File: src/design/haes_pkg.sv
// shared types and constants for the health-aware endpoint selector
package haes_pkg;

  localparam int unsigned MaxEndpoints = 32;
  localparam int unsigned IdxW         = 5;
  localparam int unsigned CntW         = 6;
  localparam int unsigned LatW         = 24;
  localparam int unsigned CostW        = 32;

  localparam logic [1:0] H_UNKNOWN   = 2'd0;
  localparam logic [1:0] H_HEALTHY   = 2'd1;
  localparam logic [1:0] H_UNHEALTHY = 2'd2;

  localparam logic [2:0] MODE_ADD    = 3'd0;
  localparam logic [2:0] MODE_REPORT = 3'd1;
  localparam logic [2:0] MODE_SELECT = 3'd2;
  localparam logic [2:0] MODE_MARK_H = 3'd3;
  localparam logic [2:0] MODE_MARK_U = 3'd4;
  localparam logic [2:0] MODE_RESET  = 3'd5;

  localparam logic [1:0] STRAT_LAT   = 2'd0;
  localparam logic [1:0] STRAT_COST  = 2'd1;
  localparam logic [1:0] STRAT_RR    = 2'd2;
  localparam logic [1:0] STRAT_FIRST = 2'd3;

  localparam logic [1:0] CFG_STRATEGY = 2'd0;
  localparam logic [1:0] CFG_LIMIT    = 2'd1;

  typedef struct packed {
    logic [2:0]       mode;
    logic [IdxW-1:0]  endpoint_index;
    logic             success;
    logic [LatW-1:0]  lat_sample;
    logic [CostW-1:0] cost;
  } req_t;

  typedef struct packed {
    logic            accepted;
    logic            chosen_valid;
    logic [IdxW-1:0] chosen_index;
    logic            went_unhealthy;
    logic            recovered;
    logic [CntW-1:0] healthy_count;
  } res_t;

  // controller to datapath commands
  typedef struct packed {
    logic capture;     // latch request
    logic rd;          // read entry at scan index, round-robin pointer or addressed index
    logic scan_eval;   // evaluate entry read last cycle
    logic wr_upd;      // write back addressed entry
    logic wr_clr;      // clear entry last read
    logic finish;      // drive result
  } cmd_t;

  typedef struct packed {
    logic [2:0] mode;
    logic       addressed;
    logic       scan_last;
    logic       found;      // round robin / first found a candidate
    logic       empty;
  } sts_t;

endpackage

File: src/design/haes_datapath.sv
// endpoint table, scan unit and result register
module haes_datapath import haes_pkg::*; (
  input  logic                clk_i,
  input  logic                rst_ni,
  input  req_t                req_i,
  input  logic                cfg_we_i,
  input  logic [1:0]          cfg_idx_i,
  input  logic [7:0]          cfg_data_i,
  input  cmd_t                cmd_i,
  output sts_t                sts_o,
  output res_t                res_o,
  output logic                res_valid_o
);

  // simple dual-port style table: one read (registered) and one write per cycle
  logic [1:0]       hs_mem   [MaxEndpoints];
  logic [7:0]       run_mem  [MaxEndpoints];
  logic [LatW-1:0]  lat_mem  [MaxEndpoints];
  logic [CostW-1:0] cost_mem [MaxEndpoints];

  req_t            req_q;
  logic [1:0]      strat_q;
  logic [7:0]      limit_q;
  logic [CntW-1:0] used_q, used_d;
  logic [IdxW-1:0] rot_q, rot_d;
  logic [CntW-1:0] hcnt_q, hcnt_d;
  logic [IdxW-1:0] scan_q, scan_d;
  logic [IdxW-1:0] rd_idx_q;
  logic [1:0]       rd_hs_q;
  logic [7:0]       rd_run_q;
  logic [LatW-1:0]  rd_lat_q;
  logic [CostW-1:0] rd_cost_q;
  logic             best_v_q, best_v_d;
  logic [IdxW-1:0]  best_i_q, best_i_d;
  logic [1:0]       best_hs_q, best_hs_d;
  logic [LatW-1:0]  best_lat_q, best_lat_d;
  logic [CostW-1:0] best_cost_q, best_cost_d;
  res_t             res_q, res_d;
  logic             rv_q;

  logic [IdxW-1:0] addr;
  logic [IdxW-1:0] rd_addr;
  logic [IdxW-1:0] wr_addr;
  logic            full;
  logic            add_we;
  logic            wr_en;
  logic [1:0]      wr_hs;
  logic [7:0]      wr_run;
  logic [LatW-1:0] wr_lat;
  logic            wu, rec;
  logic [7:0]      run_inc, lim_eff;
  logic [LatW+2:0] mean_sum;
  logic            sel, better;
  logic [CntW-1:0] scan_ext;
  logic [IdxW-1:0] rot_mod;

  assign addr     = req_q.endpoint_index;
  assign scan_ext = {1'b0, scan_q};
  assign full     = used_q == CntW'(MaxEndpoints);
  assign add_we   = cmd_i.capture && req_i.mode == MODE_ADD && !full;
  // pointer is always below used except after shrink, which never happens
  assign rot_mod  = ({1'b0, rot_q} < used_q) ? rot_q : '0;
  // round robin walks the pointer itself, which advances on every evaluated entry
  assign rd_addr  = (req_q.mode == MODE_SELECT && strat_q == STRAT_RR) ? rot_mod
                    : ((req_q.mode == MODE_SELECT || req_q.mode == MODE_RESET) ? scan_q : addr);
  assign wr_addr  = add_we ? used_q[IdxW-1:0] : rd_idx_q;

  assign sts_o.mode      = req_q.mode;
  assign sts_o.addressed = {1'b0, addr} < used_q;
  assign sts_o.scan_last = scan_ext + 1'b1 >= used_q;
  assign sts_o.empty     = used_q == '0;
  assign sel             = rd_hs_q != H_UNHEALTHY;
  assign sts_o.found     = sel && (strat_q == STRAT_RR || strat_q == STRAT_FIRST);

  always_ff @(posedge clk_i) begin
    if (cmd_i.rd) begin
      rd_idx_q  <= rd_addr;
      rd_hs_q   <= hs_mem[rd_addr];
      rd_run_q  <= run_mem[rd_addr];
      rd_lat_q  <= lat_mem[rd_addr];
      rd_cost_q <= cost_mem[rd_addr];
    end
    if (wr_en) begin
      hs_mem[wr_addr]  <= wr_hs;
      run_mem[wr_addr] <= wr_run;
      lat_mem[wr_addr] <= wr_lat;
    end
    if (add_we)
      cost_mem[used_q[IdxW-1:0]] <= req_i.cost;
  end

  assign run_inc  = (rd_run_q == 8'hFF) ? rd_run_q : rd_run_q + 8'd1;
  assign lim_eff  = (limit_q == '0) ? 8'd1 : limit_q;
  assign mean_sum = {3'b0, rd_lat_q} * 3'd7 + {3'b0, req_q.lat_sample};

  always_comb begin
    wr_en  = 1'b0;
    wr_hs  = rd_hs_q;
    wr_run = rd_run_q;
    wr_lat = rd_lat_q;
    wu     = 1'b0;
    rec    = 1'b0;
    if (add_we) begin
      // new entry starts unknown with no history
      wr_en = 1'b1; wr_hs = H_UNKNOWN; wr_run = '0; wr_lat = '0;
    end else if (cmd_i.wr_clr) begin
      wr_en = 1'b1; wr_hs = H_UNKNOWN; wr_run = '0; wr_lat = '0;
    end else if (cmd_i.wr_upd) begin
      wr_en = 1'b1;
      case (req_q.mode)
        MODE_REPORT: begin
          if (req_q.success) begin
            wr_run = '0;
            wr_lat = (rd_lat_q == '0) ? req_q.lat_sample : mean_sum[LatW+2:3];
            wr_hs  = H_HEALTHY;
            rec    = rd_hs_q == H_UNHEALTHY;
          end else begin
            wr_run = run_inc;
            if (run_inc >= lim_eff) begin
              wr_hs = H_UNHEALTHY;
              wu    = rd_hs_q != H_UNHEALTHY;
            end
          end
        end
        MODE_MARK_H: begin
          rec = rd_hs_q == H_UNHEALTHY; wr_hs = H_HEALTHY; wr_run = '0;
        end
        MODE_MARK_U: begin
          wu = rd_hs_q != H_UNHEALTHY; wr_hs = H_UNHEALTHY;
        end
        default: wr_en = 1'b0;
      endcase
    end
  end

  always_comb begin
    better = 1'b0;
    if (!best_v_q) better = 1'b1;
    else if (strat_q == STRAT_LAT)
      better = rd_lat_q < best_lat_q || (rd_lat_q == best_lat_q &&
               rd_hs_q == H_HEALTHY && best_hs_q != H_HEALTHY);
    else
      better = rd_cost_q < best_cost_q || (rd_cost_q == best_cost_q &&
               rd_lat_q < best_lat_q);
  end

  always_comb begin
    used_d      = used_q;
    rot_d       = rot_q;
    scan_d      = scan_q;
    hcnt_d      = hcnt_q;
    best_v_d    = best_v_q;
    best_i_d    = best_i_q;
    best_hs_d   = best_hs_q;
    best_lat_d  = best_lat_q;
    best_cost_d = best_cost_q;
    res_d       = res_q;
    if (cmd_i.capture) begin
      scan_d   = '0;
      best_v_d = 1'b0;
      res_d    = '0;
      if (add_we) begin
        used_d             = used_q + 1'b1;
        res_d.accepted     = 1'b1;
        res_d.chosen_index = used_q[IdxW-1:0];
      end
    end
    if (cmd_i.rd) scan_d = scan_q + 1'b1;
    if (cmd_i.scan_eval) begin
      if (strat_q == STRAT_RR)
        rot_d = (CntW'(rd_idx_q) + 1'b1 >= used_q) ? '0 : rd_idx_q + 1'b1;
      if (sel && better) begin
        best_v_d = 1'b1; best_i_d = rd_idx_q; best_hs_d = rd_hs_q;
        best_lat_d = rd_lat_q; best_cost_d = rd_cost_q;
      end
    end
    if (cmd_i.wr_upd && wr_en) begin
      res_d.accepted = 1'b1;
      res_d.went_unhealthy = wu;
      res_d.recovered = rec;
      if (rd_hs_q == H_HEALTHY && wr_hs != H_HEALTHY) hcnt_d = hcnt_q - 1'b1;
      if (rd_hs_q != H_HEALTHY && wr_hs == H_HEALTHY) hcnt_d = hcnt_q + 1'b1;
    end
    if (cmd_i.wr_clr) begin
      hcnt_d = '0;
      rot_d  = '0;
    end
    if (cmd_i.finish) begin
      if (req_q.mode == MODE_SELECT) begin
        res_d.accepted     = 1'b1;
        res_d.chosen_valid = best_v_d;
        res_d.chosen_index = best_v_d ? best_i_d : '0;
      end
      if (req_q.mode == MODE_RESET) begin
        res_d.accepted = 1'b1; rot_d = '0; hcnt_d = '0;
      end
      res_d.healthy_count = hcnt_d;
    end
    if (cfg_we_i && cfg_idx_i == CFG_STRATEGY) rot_d = '0;
  end

  always_ff @(posedge clk_i or negedge rst_ni) begin
    if (!rst_ni) begin
      strat_q  <= STRAT_LAT;
      limit_q  <= 8'd3;
      used_q   <= '0;
      rot_q    <= '0;
      hcnt_q   <= '0;
      scan_q   <= '0;
      best_v_q <= 1'b0;
      rv_q     <= 1'b0;
    end else begin
      if (cfg_we_i && cfg_idx_i == CFG_STRATEGY) strat_q <= cfg_data_i[1:0];
      if (cfg_we_i && cfg_idx_i == CFG_LIMIT)    limit_q <= cfg_data_i;
      used_q   <= used_d;
      rot_q    <= rot_d;
      hcnt_q   <= hcnt_d;
      scan_q   <= scan_d;
      best_v_q <= best_v_d;
      rv_q     <= cmd_i.finish;
    end
  end

  always_ff @(posedge clk_i) begin
    if (cmd_i.capture) req_q <= req_i;
    best_i_q    <= best_i_d;
    best_hs_q   <= best_hs_d;
    best_lat_q  <= best_lat_d;
    best_cost_q <= best_cost_d;
    res_q       <= res_d;
  end

  assign res_o       = res_q;
  assign res_valid_o = rv_q;

endmodule

File: src/design/haes_ctrl.sv
// sequencer for the endpoint table operations
module haes_ctrl import haes_pkg::*; (
  input  logic clk_i,
  input  logic rst_ni,
  input  logic start_i,
  input  sts_t sts_i,
  output cmd_t cmd_o,
  output logic busy_o
);

  localparam logic [2:0] S_IDLE = 3'd0;
  localparam logic [2:0] S_DEC  = 3'd1;
  localparam logic [2:0] S_SCAN = 3'd2;
  localparam logic [2:0] S_EVAL = 3'd3;
  localparam logic [2:0] S_UPD  = 3'd4;
  localparam logic [2:0] S_CLR  = 3'd5;
  localparam logic [2:0] S_DONE = 3'd6;

  logic [2:0] state_q, state_d;
  logic       last_q, last_d;

  always_comb begin
    cmd_o   = '0;
    state_d = state_q;
    last_d  = last_q;
    case (state_q)
      S_IDLE: if (start_i) begin
        cmd_o.capture = 1'b1;
        state_d = S_DEC;
      end
      S_DEC: begin
        case (sts_i.mode)
          MODE_SELECT, MODE_RESET: begin
            if (sts_i.empty) state_d = S_DONE;
            else begin
              cmd_o.rd = 1'b1;
              last_d   = sts_i.scan_last;
              state_d  = (sts_i.mode == MODE_SELECT) ? S_EVAL : S_CLR;
            end
          end
          MODE_REPORT, MODE_MARK_H, MODE_MARK_U: begin
            if (sts_i.addressed) begin
              cmd_o.rd = 1'b1; state_d = S_UPD;
            end else state_d = S_DONE;
          end
          default: state_d = S_DONE;
        endcase
      end
      S_SCAN: begin
        cmd_o.rd = 1'b1;
        last_d   = sts_i.scan_last;
        state_d  = S_EVAL;
      end
      S_EVAL: begin
        cmd_o.scan_eval = 1'b1;
        state_d = (last_q || sts_i.found) ? S_DONE : S_SCAN;
      end
      S_UPD: begin
        cmd_o.wr_upd = 1'b1; state_d = S_DONE;
      end
      S_CLR: begin
        // clear entry read last cycle and, unless it was the last, fetch the next
        cmd_o.wr_clr = 1'b1;
        if (last_q) state_d = S_DONE;
        else begin
          cmd_o.rd = 1'b1;
          last_d   = sts_i.scan_last;
        end
      end
      S_DONE: begin
        cmd_o.finish = 1'b1; state_d = S_IDLE;
      end
      default: state_d = S_IDLE;
    endcase
  end

  always_ff @(posedge clk_i or negedge rst_ni) begin
    if (!rst_ni) begin
      state_q <= S_IDLE;
      last_q  <= 1'b0;
    end else begin
      state_q <= state_d;
      last_q  <= last_d;
    end
  end

  assign busy_o = state_q != S_IDLE;

endmodule

File: src/design/health_aware_endpoint_selector.sv
// Endpoint selector: a request is taken when start is high and busy is low. Add, requests for
// an index not in use and unused modes pass through decode and done; report and the marks add
// an update state. Select scans the table through a registered read, with alternating read
// and evaluate states per entry, and stops early when round robin or first selectable finds a
// candidate; reset stats clears one entry per cycle. Either on an empty table goes straight
// from decode to done. The result shows on res_o for one cycle with res_valid_o, in the cycle
// that busy falls, and cannot be stalled. Configuration writes are always ready, unknown
// register indexes are ignored, and writes should be made while idle.
module health_aware_endpoint_selector import haes_pkg::*; (
  input  logic       clk_i,
  input  logic       rst_ni,
  input  logic       start,
  output logic       busy,
  input  req_t       req_i,
  output res_t       res_o,
  output logic       res_valid_o,
  input  logic       cfg_valid_i,
  output logic       cfg_ready_o,
  input  logic [1:0] cfg_index_i,
  input  logic [7:0] cfg_data_i
);

  cmd_t cmd;
  sts_t sts;
  logic cfg_we;

  assign cfg_ready_o = 1'b1;
  assign cfg_we = cfg_valid_i;

  haes_ctrl u_ctrl (
    .clk_i (clk_i), .rst_ni (rst_ni), .start_i (start),
    .sts_i (sts), .cmd_o (cmd), .busy_o (busy)
  );

  haes_datapath u_dp (
    .clk_i (clk_i), .rst_ni (rst_ni), .req_i (req_i),
    .cfg_we_i (cfg_we), .cfg_idx_i (cfg_index_i), .cfg_data_i (cfg_data_i),
    .cmd_i (cmd), .sts_o (sts), .res_o (res_o), .res_valid_o (res_valid_o)
  );

endmodule
File: config.mk
export PLATFORM = sky130hd
export DESIGN_NAME = health_aware_endpoint_selector
export DESIGN_NICKNAME = d
export VERILOG_FILES = /design/src/design/haes_pkg.sv /design/src/design/haes_datapath.sv /design/src/design/haes_ctrl.sv /design/src/design/health_aware_endpoint_selector.sv
export SDC_FILE = /design/constraint.sdc
export NUM_CORES = 2
export LEC_CHECK = 0
export BUFFER_PORTS_ARGS = -buffer_cell sky130_fd_sc_hd__buf_2
export CORE_MARGIN = 5
export CORE_UTILIZATION = 31
export CTS_CLUSTER_DIAMETER = 200
export CTS_CLUSTER_SIZE = 16
export DETAILED_ROUTE_END_ITERATION = 7
export HOLD_SLACK_MARGIN = 0.06
export PLACE_DENSITY = 0.44
export SLEW_MARGIN = 10
export SYNTH_ARGS = -nofsm -noshare
export SYNTH_HDL_FRONTEND = slang
export SYNTH_SLANG_ARGS = --single-unit
File: constraint.sdc
create_clock -name clk_i -period 6.95 [get_ports clk_i]
set_input_delay 0.695 -clock clk_i [delete_from_list [all_inputs] [get_ports clk_i]]
set_output_delay 0.695 -clock clk_i [all_outputs]
set_load 0.01 [all_outputs]
# ---- Word level (Yosys, flattened, before mapping)
# Memory sizes are Yosys's and may differ from the RTL's. A register that Yosys moved wholly into a read port is not among the register bits.
# Index checks and enable logic that the tools add are counted.
dict set report totals {
  memories 4
  in_bits 79
  register_bits 154
  mem_bits_rw 2112
  elab_cells 208
}
dict set report op_classes {
  n_eq_ne 29
  n_mux 96
  magnitude_cmp 7
  mul 1
  n_reduce_logical 37
  addsub 9
}
# name depth word_bits rd rd_clocked_by_memory_dff wr line
set mem_list {}
lappend mem_list {u_dp.cost_mem 32 32 1 1 1 haes_datapath.sv:19} ;# logic [CostW-1:0] cost_mem [MaxEndpoints];
lappend mem_list {u_dp.lat_mem 32 24 1 1 1 haes_datapath.sv:18} ;# logic [LatW-1:0] lat_mem [MaxEndpoints];
lappend mem_list {u_dp.run_mem 32 8 1 1 1 haes_datapath.sv:17} ;# logic [7:0] run_mem [MaxEndpoints];
lappend mem_list {u_dp.hs_mem 32 2 1 1 1 haes_datapath.sv:16} ;# logic [1:0] hs_mem [MaxEndpoints];
# op n
set ops {}
lappend ops {{two-way mux 24 bit} 6}
lappend ops {{two-way mux 5 bit} 17}
lappend ops {{two-way mux 8 bit} 6}
lappend ops {{two-way mux 6 bit} 7}
lappend ops {{two-way mux 1 bit} 36}
lappend ops {{equality test 32 bit} 1}
lappend ops {{< comparator 32 bit} 1}
lappend ops {{adder 27 x 24 -> 27 bit} 1}
lappend ops {{multiplier 24 x 3 -> 27 bit, second input constant} 1}
lappend ops {{equality test 24 bit} 1}
lappend ops {{zero test 24 bit} 1}
lappend ops {{< comparator 24 bit} 1}
lappend ops {{one-hot mux 3 bit (6 select lines)} 1}
lappend ops {{one-hot mux 8 bit (2 select lines)} 1}
lappend ops {{equality test 3 bit, second input constant} 5}
lappend ops {{two-way mux 15 bit} 1}
lappend ops {{two-way mux 3 bit} 5}
lappend ops {{two-way mux 2 bit} 7}
lappend ops {{two-way mux 7 bit} 2}
lappend ops {{logical AND 1 bit} 13}
lappend ops {{adder 5 x 1 -> 6 bit, second input constant} 2}
lappend ops {{adder 6 x 1 -> 6 bit, second input constant} 2}
lappend ops {{equality test 3 x 2 -> 1 bit, second input constant} 4}
lappend ops {{>= comparator 6 bit} 2}
lappend ops {{other kinds (28)} 55}

# ---- Longest topological paths before layout
dict set report depth {
  ltp_word 17
  mapped_depth 18
  mapped_depth_nobuf 17
}

# ---- By module
# A second synthesis with hierarchy kept.
dict set report unflattened {
  hier_cells 5450
  hier_area_um2 94338.0
}
# module area_each_um2 seq_area_each_um2 cells_each instances
set by_module_without_submodules {}
lappend by_module_without_submodules {haes_datapath 93943.8 69619.3 5400 1}
lappend by_module_without_submodules {haes_ctrl 382.9 100.1 48 1}
lappend by_module_without_submodules {health_aware_endpoint_selector 11.3 0.0 2 1}

# ---- Least setup slack after synthesis
# Ideal clock, no wire load.
dict set report synth_timing {
  path_kind {input-to-reg}
  startpoint {input port start}
  endpoint {memory u_dp.cost_mem[1][0], enable pin}
  setup_time_ns 0.501
  stages 6
  path_slack_ns 1.003
  n_path_buf 1
  arrival_ns 5.446
  required_time_ns 6.449
  cell_sequence {nand3_1 -> inv_1 -> and2_1 -> clkbuf_1 -> nand2_1 -> nor4_1}
}
# element line
set synth_lines {}
lappend synth_lines {{start, declared} health_aware_endpoint_selector.sv:12} ;# input logic start,
lappend synth_lines {{end, declared} haes_datapath.sv:19}

# ---- Worst setup path after layout
dict set report layout_timing {
  startpoint {register u_dp.rd_lat_q[1], read port of u_dp.lat_mem}
  endpoint {memory u_dp.lat_mem[28][16] (data pin)}
}
dict set report layout_via {
  elab_chain_cells 8
  word_cells_on_any_way 9
  classes_between {1 x add/sub; 1 x mul; 6 x mux; 1 x reduce/logical}
}
# element line
set layout_rtl {}
lappend layout_rtl {{start, declared} haes_datapath.sv:31} ;# logic [LatW-1:0] rd_lat_q;
lappend layout_rtl {{multiplier 24 x 3 -> 27 bit} haes_datapath.sv:94} ;# assign mean_sum = {3'b0, rd_lat_q} * 3'd7 + {3'b0, req_q.lat_sample};
lappend layout_rtl {{adder 27 x 24 -> 27 bit} haes_datapath.sv:94}
lappend layout_rtl {{two-way mux 24 bit (*)} haes_datapath.sv:114} ;# wr_lat = (rd_lat_q == '0) ? req_q.lat_sample : mean_sum[LatW+2:3];
lappend layout_rtl {{two-way mux 24 bit (*)} haes_datapath.sv:112} ;# if (req_q.success) begin
lappend layout_rtl {{two-way mux 24 bit (*)} haes_datapath.sv:110} ;# case (req_q.mode)
lappend layout_rtl {{two-way mux 24 bit (*)} haes_datapath.sv:108} ;# end else if (cmd_i.wr_upd) begin
lappend layout_rtl {{two-way mux 24 bit (*)} haes_datapath.sv:106} ;# end else if (cmd_i.wr_clr) begin
lappend layout_rtl {{two-way mux 24 bit (*)} haes_datapath.sv:103} ;# if (add_we) begin
lappend layout_rtl {{net u_dp.wr_lat[16]} haes_datapath.sv:49} ;# logic [LatW-1:0] wr_lat;
lappend layout_rtl {{end, declared} haes_datapath.sv:18}
# The timed path passes the listed nets; every way through them passes the cells marked *.

==> impl_metrics.py <==
metrics = {
    "run_status": {
        "status": "complete, no violations",
    },
    "placement": {
        "dp.cells": 11100,
        "io_buffers": 95,
        "dp_hpwl_um": 180000,
        "dpl_cell_area_mm2": 0.102,
        "place_congestion": 0.837,
    },
    "timing": {
        "rsz0062_at_grt": "false",
        "slew_violations": 0,
        "tns_ps": 0,
        "max_slew_margin_pct": 15.9,
        "fmax_ghz": 0.177,
        "finalSetupViolCount": 0,
        "hold_slack_ps": 164,
        "fin_crit_ps": 5650,
        "finalCritPeriodShare_pct": 81.3,
        "hold_violations": 0,
        "fin_skew_ps": 48.6,
        "worst_pin_slew_ps": 1260,
    },
    "cts": {
        "htreeDepth": 4,
        "cts_tree": "yes",
        "clockBufferDepth": 4,
        "clock_latency_ps": 870,
        "clock_sinks": 2332,
        "post-cts-setup-buffers": 0,
        "clk_pin_slew_ps": 90,
        "cts_made_buffers": 167,
        "ctsRootBufferMaster": "clkbuf_16",
    },
    "synth": {
        "ys_seq_area_share_pct": 72.5,
        "ys_async_sr_fraction_pct": 1.63,
        "synth-edff-count": 2282,
        "syn-num-nets": 7365,
        "synth_common_cells": "edfxtp_1 (2282), nand2_1 (1777), nand3_1 (546)",
        "synth_top_cell_by_area": "edfxtp_1",
        "syn_inst": 7107,
        "synthesis.area_mm2": 0.0961,
        "ys_seq_elements": 2332,
        "synth.avg_cell_area_um2": 13.5,
        "synth_top_area_share_pct": 71.3,
        "yosysWarnings": 0,
        "yosysMostFrequentCell": "edfxtp_1",
        "synth.distinct_cells": 87,
        "synth_top_flop_cell": "edfxtp_1",
        "synth_area_leaders": "edfxtp_1 (71%), nand2_1 (6.9%), nand3_1 (2.8%), mux2i_1 (2.2%), a31oi_1 (2.0%)",
    },
    "floorplanning": {
        "die_area_mm2": 0.321,
        "coreArea_mm2": 0.309,
        "die_w_um": 567,
        "dieHeight_um": 567,
        "start_util_pct": 31.1,
        "ios": 97,
        "fp-row-count": 204,
    },
    "layout": {
        "stdcell_count": 11400,
        "final_area_mm2": 0.107,
        "final_util_pct": 34.8,
        "nets": 7462,
        "drive_gt1_share_pct": 8.89,
        "synthToLayoutAreaGrowth_pct": 11.7,
    },
    "worst_hold_path": {
        "hold_path_class": "input port to register",
    },
    "route": {
        "vias_per_cell": 5.31,
        "wire_per_inst_um": 28.8,
        "drt_iter0_drc": 6051,
        "ant_nets": 0,
        "post-route-drc-count": 0,
        "dr.pass1.iters": 6,
        "routed_wl_um": 327000,
        "vias": 60300,
    },
    "setup_path": {
        "worst_setup_path_end_kind": "register",
        "arrival_ps": 6130,
        "cp_max_fo": 32,
        "startpoint_type": "register",
        "required_ps": 7430,
        "critical_path_class": "register to register",
    },
    "power": {
        "p_leak_nw": 36.3,
        "ir_worst_vdd_mv": 0.331,
        "power_density_mw_per_mm2": 387,
    },
    "global_route": {
        "grt_pass1_wl_um": 457000,
        "antenna_found_initial": 26,
        "overflow": 0,
        "grtUsageTotal_pct": 19.6,
        "grt_pass1_vias": 57600,
        "grt_max_degree": 180,
    },
    "flow_run": {
        "maxCapViolCount": 0,
    },
}
## cell families after synthesis
| group | count (synthesis) | synth area share [%] |
|---|---|---|
| adder cells (fa/ha/maj) | 179 | 2.68 |
| AO/OA/AOI/OAI | 1002 | 6.97 |
| XOR/XNOR | 29 | 0.264 |
| other | 1 | 0.00390 |
| flip-flops | 2332 | 72.5 |
| buffers and inverters | 540 | 2.63 |
| AND/OR/NAND/NOR | 2792 | 12.5 |
| multiplexers | 232 | 2.44 |
## worst max-delay path, stage by stage, from the launching register on
cell and delay (ps):
edfxtp_1 540, fa_1 570, inv_1 60, fa_1 510
inv_1 50, ha_1 260, a41o_1 280, nor4_1 350
o31ai_2 210, o41ai_1 580, o21ai_0 230, and2_1 230
o21a_1 190, nor2_1 120, a21oi_1 150, nor2_2 920
## report_power, final
group	switching [mW]	leakage, nW	internal (mW)	total [mW]
Sequential	0.726	21.1	17.5	18.2
Combinational	9.56	12.9	4.47	14.0
Clock	4.89	2.19	4.43	9.31
Total	15.2	36.3	26.4	41.6
## routing by layer
metal / GRT usage, % / wire length [um]
met1: 28.2 / 148000
met2: 32.1 / 154000
met3: 2.39 / 18700
met4: 3.95 / 6720
met5: 0 / 27
## worst paths after layout
kind | from | to | slack [ps] | cells after the start
worst max-delay path | u_dp.rd_lat_q[1] | u_dp.lat_mem[28][16] | 1300 | 15
worst min-delay path | start | u_ctrl.state_q[0] | 160 | 3
worst max register to register | u_dp.rd_lat_q[1] | u_dp.lat_mem[28][16] | 1300 | 15
worst min register to register | u_dp.rd_cost_q[22] | u_dp.best_cost_q[22] | 460 | 0
max in group asynchronous | rst_ni | u_dp.best_v_q | 5730 | 2
min in group asynchronous | rst_ni | u_dp.hcnt_q[2] | 560 | 2
## cells in the final DEF, fill, tap and decap left out, types with 17 or more instances in the layout
cell,instances
a211oi_1,19
a21o_1,22
a21oi_1,147
a22oi_1,90
a311o_1,17
a311oi_1,44
a31oi_1,302
and2_1,26
and3_1,88
buf_12,33
buf_2,95
buf_4,175
clkbuf_1,29
clkbuf_16,168
dfrtp_1,36
dlygate4sd3_1,42
edfxtp_1,2282
fa_1,45
ha_1,134
inv_1,112
mux2_2,19
mux2i_1,213
nand2_1,1773
nand2b_1,20
nand3_1,546
nand4_1,69
nor2_1,93
nor2_4,45
nor3_1,23
o21a_1,22
o21ai_0,95
o221ai_1,53
o22ai_1,73
## layout make-up
cell class              instances  area (um2)
flip-flops and latches       2332       69700
well taps                    4120        5150
clock inverters                11         176
clock buffers                 197        4310
multi-input cells            4235       24600
fillers                     30000      202000
inverters                     120         482
diodes                         10        25.0
repair buffers                348        2920
## flip-flops by register name, summed over array words and instances, names as in the netlist, 6 cells and up
| name | count |
|---|---|
| u_dp.res_o | 15 |
| u_dp.hs_mem | 64 |
| u_dp.hcnt_q | 6 |
| u_dp.best_cost_q | 32 |
| u_dp.best_lat_q | 24 |
| u_dp.rd_run_q | 8 |
| u_dp.rd_cost_q | 32 |
| u_dp.lat_mem | 768 |
| u_dp.limit_q | 8 |
| u_dp.used_q | 6 |
| u_dp.run_mem | 256 |
| u_dp.req_q | 25 |
| u_dp.rd_lat_q | 24 |
| u_dp.cost_mem | 1024 |
## metrics by stage
step,setup slack (ps),power [mW]
floorplan,1000,27.1
global placement,-863,32.4
detailed placement,1360,32.4
CTS,1350,41.8
global route,1050,43.7
finish,1300,41.6
## timing repair
item,in CTS,in global routing
resized for setup,0,0
hold buffers,42,0
endpoints found under the hold margin,79,0
No activity file was read; power rests on OpenSTA's default activity.
